==> config.mk <==
export PLATFORM = sky130hd
export DESIGN_NAME = rgb_led_strip_spi_encoder
export DESIGN_NICKNAME = d
export VERILOG_FILES = /design/src/rtl/rlse_pkg.sv /design/src/rtl/rlse_ctrl.sv /design/src/rtl/rlse_dp.sv /design/src/rtl/rgb_led_strip_spi_encoder.sv
export SDC_FILE = /design/constraint.sdc
export NUM_CORES = 2
export LEC_CHECK = 0
export BUFFER_PORTS_ARGS = -buffer_cell sky130_fd_sc_hd__buf_2
export CAP_MARGIN = 25
export CORE_MARGIN = 1.5
export CORE_UTILIZATION = 40
export CTS_BUF_LIST = sky130_fd_sc_hd__clkbuf_8
export CTS_CLUSTER_SIZE = 30
export DETAILED_ROUTE_END_ITERATION = 12
export PLACE_DENSITY = 0.63
export SYNTH_ARGS = -nofsm -noshare
export SYNTH_HDL_FRONTEND = slang
export SYNTH_HIERARCHICAL = 1
export SYNTH_SLANG_ARGS = --single-unit
export TNS_END_PERCENT = 5
==> constraint.sdc <==
create_clock -name clock -period 4.2 [get_ports clock]
set_input_delay 0 -clock clock [delete_from_list [all_inputs] [get_ports clock]]
set_output_delay 0 -clock clock [all_outputs]
set_load 0.02 [all_outputs]
==> src/rtl/rlse_pkg.sv <==
`timescale 1ns / 1ps

package rlse_pkg;

   // Item kinds carried on req_tuser
   localparam logic CMD_SET  = 1'b0;
   localparam logic CMD_SEND = 1'b1;

   // Line bytes per LED: 24 color bits x 3 line bits / 8
   localparam int unsigned COLOR_BITS    = 24;
   localparam int unsigned LINE_BITS     = COLOR_BITS * 3;
   localparam int unsigned BYTES_PER_LED = LINE_BITS / 8;
   localparam logic [3:0]  LAST_BYTE     = 4'(BYTES_PER_LED - 1);

   typedef enum logic [1:0] {
      ST_CLEAR,
      ST_IDLE,
      ST_LOAD
   } state_type;

   // Controller to datapath
   typedef struct packed {
      logic clr_wr;   // write zero at the sweep address
      logic set_wr;   // store the color of the accepted set beat
      logic rd_en;    // read the LED at the send position
      logic load;     // load the output register and advance
   } cmd_type;

   // Datapath to controller
   typedef struct packed {
      logic clr_last;  // sweep is at the last entry
      logic out_stall; // output register holds a beat not yet taken
   } status_type;

   // Each color bit becomes 1,c,0 on the line, MSB first
   function automatic logic [LINE_BITS-1:0] rlse_expand(input logic [COLOR_BITS-1:0] color);
      logic [LINE_BITS-1:0] line;
      line = '0;
      for (int i = 0; i < COLOR_BITS; i++) begin
         line[3*i +: 3] = {1'b1, color[i], 1'b0};
      end
      return line;
   endfunction

   // One byte of the line pattern, byte 0 holds the first line bits
   function automatic logic [7:0] rlse_byte(input logic [COLOR_BITS-1:0] color,
                                            input logic [3:0] byte_no);
      logic [LINE_BITS-1:0] line;
      logic [7:0]           res;
      line = rlse_expand(color);
      unique case (byte_no)
         4'd0:    res = line[71:64];
         4'd1:    res = line[63:56];
         4'd2:    res = line[55:48];
         4'd3:    res = line[47:40];
         4'd4:    res = line[39:32];
         4'd5:    res = line[31:24];
         4'd6:    res = line[23:16];
         4'd7:    res = line[15:8];
         4'd8:    res = line[7:0];
         default: res = 8'h00;
      endcase
      return res;
   endfunction

endpackage

==> src/rtl/rlse_ctrl.sv <==
`timescale 1ns / 1ps

module rlse_ctrl (
   input  logic                clock,
   input  logic                reset,
   input  logic                req_tvalid,
   input  logic                req_tuser,
   output logic                req_tready,
   input  rlse_pkg::status_type status,
   output rlse_pkg::cmd_type    cmd
);
   import rlse_pkg::*;

   state_type state_ff;
   state_type state_in;

   // State register
   always_ff @(posedge clock) begin
      if (reset) begin
         state_ff <= ST_CLEAR;
      end else begin
         state_ff <= state_in;
      end
   end

   // Next state
   always_comb begin
      state_in = state_ff;
      unique case (state_ff)
         ST_CLEAR: begin
            if (status.clr_last) state_in = ST_IDLE;
         end
         ST_IDLE: begin
            if (req_tvalid && req_tuser == CMD_SEND) state_in = ST_LOAD;
         end
         ST_LOAD: begin
            if (!status.out_stall) state_in = ST_IDLE;
         end
         default: state_in = ST_CLEAR;
      endcase
   end

   // Outputs
   always_comb begin
      req_tready = 1'b0;
      cmd        = '0;
      unique case (state_ff)
         ST_CLEAR: begin
            cmd.clr_wr = 1'b1;
         end
         ST_IDLE: begin
            req_tready = 1'b1;
            cmd.set_wr = req_tvalid && req_tuser == CMD_SET;
            cmd.rd_en  = req_tvalid && req_tuser == CMD_SEND;
         end
         ST_LOAD: begin
            cmd.load = !status.out_stall;
         end
         default: begin
            cmd = '0;
         end
      endcase
   end

endmodule

==> src/rtl/rlse_dp.sv <==
`timescale 1ns / 1ps

module rlse_dp #(
   parameter int LED_COUNT = 64
) (
   input  logic                clock,
   input  logic                reset,
   input  logic [39:0]         req_tdata,
   output logic [7:0]          rsp_tdata,
   output logic                rsp_tlast,
   output logic                rsp_tvalid,
   input  logic                rsp_tready,
   input  rlse_pkg::cmd_type    cmd,
   output rlse_pkg::status_type status
);
   import rlse_pkg::*;

   localparam int AW = (LED_COUNT > 1) ? $clog2(LED_COUNT) : 1;
   localparam int PW = $clog2(LED_COUNT + 1);
   localparam logic [10:0]   COUNT_W  = 11'(LED_COUNT);
   localparam logic [PW-1:0] TRAILER  = PW'(LED_COUNT);
   localparam logic [AW-1:0] CLR_LAST = AW'(LED_COUNT - 1);

   // Entry: written mark over green, red, blue
   logic [COLOR_BITS:0] mem [LED_COUNT];
   logic [COLOR_BITS:0] rd_ff;

   logic [AW-1:0] clr_ff;
   logic [AW-1:0] clr_in;
   logic [PW-1:0] pos_ff;
   logic [PW-1:0] pos_in;
   logic [3:0]    byte_ff;
   logic [3:0]    byte_in;
   logic          valid_ff;
   logic          valid_in;
   logic [7:0]    data_ff;
   logic [7:0]    data_in;
   logic          last_ff;
   logic          last_in;

   logic [9:0]  in_index;
   logic [7:0]  in_red;
   logic [7:0]  in_green;
   logic [7:0]  in_blue;
   logic        in_range;
   logic        trailer;

   assign in_index = req_tdata[9:0];
   assign in_red   = req_tdata[17:10];
   assign in_green = req_tdata[25:18];
   assign in_blue  = req_tdata[33:26];
   assign in_range = {1'b0, in_index} < COUNT_W;
   assign trailer  = pos_ff == TRAILER;

   // Color store: clear sweep or set write, registered read
   always_ff @(posedge clock) begin
      if (cmd.clr_wr) begin
         mem[clr_ff] <= '0;
      end else if (cmd.set_wr && in_range) begin
         mem[in_index[AW-1:0]] <= {1'b1, in_green, in_red, in_blue};
      end
      if (cmd.rd_en && !trailer) begin
         rd_ff <= mem[pos_ff[AW-1:0]];
      end
   end

   // Sweep address
   assign clr_in = cmd.clr_wr ? clr_ff + 1'b1 : clr_ff;

   // Frame position and output beat
   always_comb begin
      pos_in   = pos_ff;
      byte_in  = byte_ff;
      data_in  = data_ff;
      last_in  = last_ff;
      valid_in = valid_ff && !rsp_tready;
      if (cmd.load) begin
         valid_in = 1'b1;
         if (trailer) begin
            data_in = 8'h00;
            last_in = 1'b1;
            pos_in  = '0;
            byte_in = '0;
         end else begin
            data_in = rd_ff[COLOR_BITS] ? rlse_byte(rd_ff[COLOR_BITS-1:0], byte_ff) : 8'h00;
            last_in = 1'b0;
            if (byte_ff == LAST_BYTE) begin
               byte_in = '0;
               pos_in  = pos_ff + 1'b1;
            end else begin
               byte_in = byte_ff + 1'b1;
            end
         end
      end
   end

   always_ff @(posedge clock) begin
      if (reset) begin
         clr_ff   <= '0;
         pos_ff   <= '0;
         byte_ff  <= '0;
         valid_ff <= 1'b0;
      end else begin
         clr_ff   <= clr_in;
         pos_ff   <= pos_in;
         byte_ff  <= byte_in;
         valid_ff <= valid_in;
      end
   end

   always_ff @(posedge clock) begin
      data_ff <= data_in;
      last_ff <= last_in;
   end

   assign rsp_tdata  = data_ff;
   assign rsp_tlast  = last_ff;
   assign rsp_tvalid = valid_ff;

   assign status.clr_last  = clr_ff == CLR_LAST;
   assign status.out_stall = valid_ff && !rsp_tready;

endmodule

==> src/rtl/rgb_led_strip_spi_encoder.sv <==
`timescale 1ns / 1ps

// LED strip color store and SPI frame encoder.
// Input channel (req_*): req_tuser selects the beat kind. A set beat writes
// one LED color (green, red, blue) and marks it written; an index at or
// beyond LED_COUNT is dropped. A send beat asks for the next SPI byte.
// Result channel (rsp_*): one byte per send beat. Each color bit goes out
// MSB first as three line bits, 110 for one and 100 for zero, so an LED is
// 9 bytes; a never-written LED sends 9 zero bytes. After LED_COUNT LEDs a
// zero byte with rsp_tlast high ends the frame and the position wraps.
// Timing: a set beat is taken every cycle while idle. A send beat reads
// the color store through its single registered read port, then its byte
// is loaded into the output register; no beat is taken until then.
// Reset: a sweep clears all LED_COUNT store entries, one entry per
// cycle, during which req_tready stays low. Frame position returns to LED 0.
// Stall: the output register holds its beat while rsp_tready is low; set
// beats and one send are still taken, then req_tready stays low until that
// send's byte is loaded into the freed register.
module rgb_led_strip_spi_encoder #(
   parameter int LED_COUNT = 64
) (
   input  logic        clock,
   input  logic        reset,
   input  logic        req_tvalid,
   output logic        req_tready,
   input  logic [39:0] req_tdata,  // led_index[9:0], red[17:10], green[25:18], blue[33:26]
   input  logic        req_tuser,  // cmd: 0 set LED, 1 send byte
   output logic        rsp_tvalid,
   input  logic        rsp_tready,
   output logic [7:0]  rsp_tdata,  // spi_byte[7:0]
   output logic        rsp_tlast   // frame_last
);
   import rlse_pkg::*;

   cmd_type    cmd;
   status_type status;

   rlse_ctrl u_ctrl (
      .clock      (clock),
      .reset      (reset),
      .req_tvalid (req_tvalid),
      .req_tuser  (req_tuser),
      .req_tready (req_tready),
      .status     (status),
      .cmd        (cmd)
   );

   rlse_dp #(
      .LED_COUNT (LED_COUNT)
   ) u_dp (
      .clock      (clock),
      .reset      (reset),
      .req_tdata  (req_tdata),
      .rsp_tdata  (rsp_tdata),
      .rsp_tlast  (rsp_tlast),
      .rsp_tvalid (rsp_tvalid),
      .rsp_tready (rsp_tready),
      .cmd        (cmd),
      .status     (status)
   );

   // Frame end beat is always a zero byte
   assert property (@(posedge clock) disable iff (reset)
      rsp_tvalid && rsp_tlast |-> rsp_tdata == 8'h00)
      else $error("frame end beat carries nonzero data");

   // A pending output beat is never overwritten
   assert property (@(posedge clock) disable iff (reset)
      rsp_tvalid && !rsp_tready |-> !cmd.load)
      else $error("output register loaded while stalled");

   // An accepted send blocks the input until its byte is loaded
   assert property (@(posedge clock) disable iff (reset)
      req_tvalid && req_tready && req_tuser == CMD_SEND |=> !req_tready)
      else $error("input taken while a send is in flight");

endmodule
-- Word level (Yosys, flattened, before mapping)
Memories as Yosys holds them, arrays and structs flattened. A register that Yosys moved wholly into a read port is not among the register bits.
Cells that the tools add are included.
- bits in registers: 29
- latch bits: 0
- memory bits (writable): 1600
- bits in read-only memories: 0
- input port bits: 45
- output and inout port bits: 11
- word-level logic and storage cells: 67
- memories kept: 1
- memory list (memory ; depth ; bits a word ; read ports ; clocked after memory_dff ; write ports ; line ; source):
    u_dp.mem ; 64 ; 25 ; 1 ; 1 ; 1 ; rlse_dp.sv:25 ; logic [COLOR_BITS:0] mem [LED_COUNT];
- $add $sub $neg: 3
- multiply operators: 0
- div/mod/pow operators: 0
- order comparisons: 1
- equality and inequality tests: 15
- shift operators: 0
- multiplexer cells: 23
- bitwise operators: 2
- reductions and logical operators: 15
- operators by type and width (operator ; count):
    $pmux W8 S9 ; 1
    $mux W25 ; 1
    $reduce_or A25 Y1 ; 1
    $eq A4 B3 Y1 const B ; 4
    $mux W7 ; 2
    $mux W1 ; 11
    $lt A10 B7 Y1 const B ; 1
    $eq A4 B2 Y1 const B ; 2
    $mux W2 ; 4
    $mux W4 ; 2
    $add A7 B1 Y7 const B ; 1
    $eq A7 B7 Y1 const B ; 1
    $add A6 B1 Y6 const B ; 1
    $eq A6 B6 Y1 const B ; 1
    $mux W6 ; 1
    $pmux W2 S3 ; 1
    $logic_and A1 B1 Y1 ; 5
    $add A4 B1 Y4 const B ; 1
    $eq A4 B1 Y1 const B ; 1
    $eq A4 B4 Y1 const B ; 1
    $logic_not A4 Y1 ; 1
    $ne A2 B2 Y1 const B ; 2
    $logic_not A1 Y1 ; 3
    $reduce_and A3 Y1 ; 1
    other kinds (8) ; 9

-- Logic depth before layout (Yosys ltp)
- word-level depth: 9
- depth in mapped cells: 13
- depth with buffers taken out: 7

-- Modules after synthesis
The synthesis kept the hierarchy.
- by module, submodules not included (module ; times used ; cells each ; area an instance (um2) ; seq. area each (um2)):
    rlse_dp ; 1 ; 2871 ; 63932.6 ; 49427.4
    rlse_ctrl ; 1 ; 15 ; 126.4 ; 40.0

-- Worst setup path after synthesis
Ideal clock, no wire load.
- path kind: reg-to-reg
- start: register u_ctrl.state_ff[0]
- end: memory u_dp/mem[0][15] (netlist bit) (data pin)
- setup time: 0.367 ns
- data arrival time: 4.016 ns
- data required time: 3.833 ns
- path slack: -0.183 ns
- cell stages (with the launch flop): 9
- path buffers: 3
- clock period less this slack: 4.383 ns
- path through: dfxtp_1 and2b_1 and3b_1 or4b_4 nor3_4 buf_6 buf_2 clkbuf_1 and2_1
- RTL lines (item ; line ; source):
    from (decl) ; rlse_ctrl.sv:14 ; state_type state_ff;
    from (signal assigned) ; rlse_ctrl.sv:22 ; state_ff <= state_in;
    to (decl) ; rlse_dp.sv:25 ;

==> flow_metrics.py <==
metrics = {
    "sta": {
        "hold_slack_ns": 0.0886,
        "setup_viol_count_final": 0,
        "maxSlewHeadroom_pct": 29.1,
        "drv_slew": 0,
        "fin_ws_ns": 0.256,
        "finalHoldViolCount": 0,
        "worstMarginPinSlew_ns": 1.06,
        "rsz0062_at_grt": "false",
        "finClkSkew_ns": 0.0503,
        "min_period_ns": 3.94,
        "period_share_pct": 93.9,
        "fmax_ghz": 0.254,
        "fin_setup_tns_ns": 0,
    },
    "yosys": {
        "yosys_warnings": 6,
        "synth_commonest_cells": "edfxtp_1 (1634), mux4_2 (396), mux2i_1 (144)",
        "synth.most_common_cell": "edfxtp_1",
        "syn_avg_cell_area_um2": 22.2,
        "synth_edf_count": 1634,
        "synth_top_area_cell": "edfxtp_1",
        "synthCells": 2886,
        "synth_area_leaders": "edfxtp_1 (77%), mux4_2 (14%), mux2i_1 (2.3%)",
        "async_flop_share_pct": 0,
        "yosysSeqAreaShare_pct": 77.2,
        "synth_top_area_share_pct": 76.6,
        "ys_ff_latch": 1654,
        "synthFlopType": "edfxtp_1",
        "syn_area_um2": 64100,
        "syn_nets": 2938,
        "synth_cell_type_count": 62,
    },
    "die": {
        "initial_core_util_pct": 40.4,
        "boundaryPins": 56,
        "core.rowCount": 146,
        "die_area_um2": 163000,
        "core_area_um2": 159000,
        "die_y_um": 403,
        "die_x_um": 403,
    },
    "setup_path": {
        "r2r-end": "u_dp/mem[19][14]",
        "worstReg2RegStart": "u_ctrl/state_ff[0]",
        "worst_ep_required_time_ns": 4.81,
        "cp_cell_sequence": "and2b_1 -> and3b_1 -> or4b_4 -> nor3_4 -> buf_12 -> mux2_2 -> or3b_2 -> nor2_4 -> buf_12",
        "cp.arrival_ns": 4.56,
        "worstPathMaxFanout": 25,
        "critPathSlowestCell": "or3b_2",
        "r2r_cells": 9,
        "cp.buffers_inverters": 2,
        "start_kind": "flop",
        "crit_path_frequent_cell": "buf_12",
        "max_stage_delay_ns": 0.71,
        "worstSetupPathType": "flop to flop",
        "reg2reg_slack_ns": 0.26,
        "crit_family": "simple AND/OR/NAND/NOR gates",
        "end_kind": "flop",
    },
    "clock_network": {
        "tritoncts": "built",
        "worstSkewPairLatency_ns": 0.97,
        "htreeDepth": 5,
        "clkSinkCount": 1654,
        "cts.clk_slew.worst_paths_ns": 0.06,
        "cts_buffers": 282,
        "post_cts_resized": 0,
        "cts_buffer_depth": 4,
        "clockRootBuffer": "clkbuf_8",
    },
    "placement": {
        "placed_cells": 5056,
        "dp_hpwl_um": 92700,
        "gp_congestion": 0.889,
        "port_buffers": 49,
        "dp_slack_ns": 0.275,
    },
    "min_path": {
        "min_from": "req_tdata[9]",
        "hold_end": "u_dp/mem[49][24]",
        "hold_depth": 4,
        "hp-class": "input port to flop",
    },
    "global_route": {
        "grt_max_degree": 73,
        "grtUsageTotal_pct": 19.5,
        "grt_pass1_wl_um": 226000,
        "grt_pass1_vias": 31619,
        "grt-ovfl-total": 0,
        "antenna_found_initial": 10,
    },
    "route": {
        "post-route-drc-count": 0,
        "wl_um": 159000,
        "drtIter0Drc": 3579,
        "detail_route.wl_per_cell_um": 28.5,
        "vias_per_cell": 5.64,
        "vias": 31453,
        "antenna_left": 0,
        "first_pass_iters": 5,
    },
    "power": {
        "p_switching_mw": 6.50,
        "power.density_nw_per_um2": 421,
        "peakVddDrop_mv": 0.404,
        "p_int_mw": 24.8,
        "power_frac_seq_pct": 57.5,
        "switching_share_pct": 20.7,
        "power_leakage_nw": 20.0,
        "combPwrFrac_pct": 1.4,
        "p_clk_share_pct": 41.1,
    },
    "final_layout": {
        "area.growth.synth_to_final_pct": 16.2,
        "final_cells": 5580,
        "final_nets": 3368,
        "postLayoutCoreUtil_pct": 46.9,
        "fillers": 12961,
        "drive_gt1_share_pct": 31.5,
    },
    "flow_run": {
        "maxCapViolations": 0,
    },
    "status": {
        "status": "finished, final reports clean",
    },
}
[stage by stage]
stage	cell area (um^2)	power (mW)
after floorplan	64100	18.5
after global placement	69100	18.7
after detailed placement	69100	18.7
after CTS	74400	31.6
after global routing	74400	32.3
final	74400	31.3
[worst max path at each step]
stage | startpoint | endpoint | cells past startpoint
floorplan | u_ctrl/state_ff[0] | u_dp/mem[11][0] | 8
global placement | u_ctrl/state_ff[0] | u_dp/mem[35][4] | 9
detailed placement | u_ctrl/state_ff[0] | u_dp/mem[19][14] | 9
CTS | u_ctrl/state_ff[0] | u_dp/mem[19][14] | 9
global route | u_ctrl/state_ff[0] | u_dp/mem[34][6] | 8
finish | u_ctrl/state_ff[0] | u_dp/mem[19][14] | 9
[cells in the final DEF, fill, tap and decap left out, drive strengths merged, types with 4 or more instances in the layout]
cell         instances
mux2                15
ha                   7
inv                 91
edfxtp            1634
nor2               114
mux2i              144
a22oi               11
xor2                 6
and3b                4
dfxtp               20
nand3               19
o22ai               38
nand2               50
a21o                 4
or3b                 5
nand4                5
bufinv               5
and2                28
a21oi               39
clkinv              93
xnor2                6
mux4               406
o221ai               6
a211oi              18
nand2b              10
nand3b               5
a221oi              19
diode                6
or3                  4
buf                253
dlygate4sd3         47
a22o                 4
clkinvlp             5
clkbuf             289
nor2b               14
nor3                 9
o21ai               41
[cells by family (layout without fill, tap and decap cells)]
logic type,count (synthesis),count (layout),share of synthesized area (%)
other,0,6,0
AND/OR/NAND/NOR,278,278,2.11
flip-flops,1654,1654,77.2
buffers and inverters,167,783,1.38
AO/OA/AOI/OAI,203,203,2.13
multiplexers,565,565,16.8
XOR/XNOR,12,12,0.164
adder cells (fa/ha/maj),7,7,0.137
[sequential cells by signal, indices dropped and copies added (netlist names)]
signal and cells:
u_dp/mem 1600, u_dp/rd_ff 25, u_dp/rsp_tdata 8, u_dp/pos_ff 7
u_dp/clr_ff 6, u_dp/byte_ff 4, u_ctrl/state_ff 2, u_dp/rsp_tlast 1
u_dp/rsp_tvalid 1
[tightest hold or removal path: stages]
cell    delay, ns
buf_2        0.16
or4b_4       0.17
nor3_4       0.06
buf_4        0.36
[timing repair]
action	4_1_cts	5_1_grt
endpoints found under the hold margin	2304	0
buffers inserted	0	0
hold buffers	47	0
[layout make-up]
cell class,instances,area (um^2),area share [%]
Antenna cell,6,15.0,0.0202
Tap cell,2072,2590,3.48
Inverter,13,53.8,0.0723
Clock buffer,289,3980,5.34
Timing Repair Buffer,300,3320,4.46
Clock inverter,181,887,1.19
Multi-Input combinational cell,1065,14100,19.0
Sequential cell,1654,49500,66.5
[layer usage]
metal	track usage, %	part of all wire, %	vias to the layer above
met1	27.3	41	16653
met5	0	0.028	-
met3	4.80	8.9	288
met2	30.0	47	1439
li1	-	-	13067
met4	6.74	3.0	6
[power groups by stage]
stage / clock network (mW) / logic (mW) / registers [mW]
after floorplan: 0 / 0.166 / 18.3
after global placement: 0 / 0.401 / 18.3
after detailed placement: 0 / 0.403 / 18.3
after CTS: 13.1 / 0.438 / 18.0
after global routing: 13.8 / 0.456 / 18.0
final: 12.9 / 0.444 / 18.0
Power figures use the tool's default switching activity.
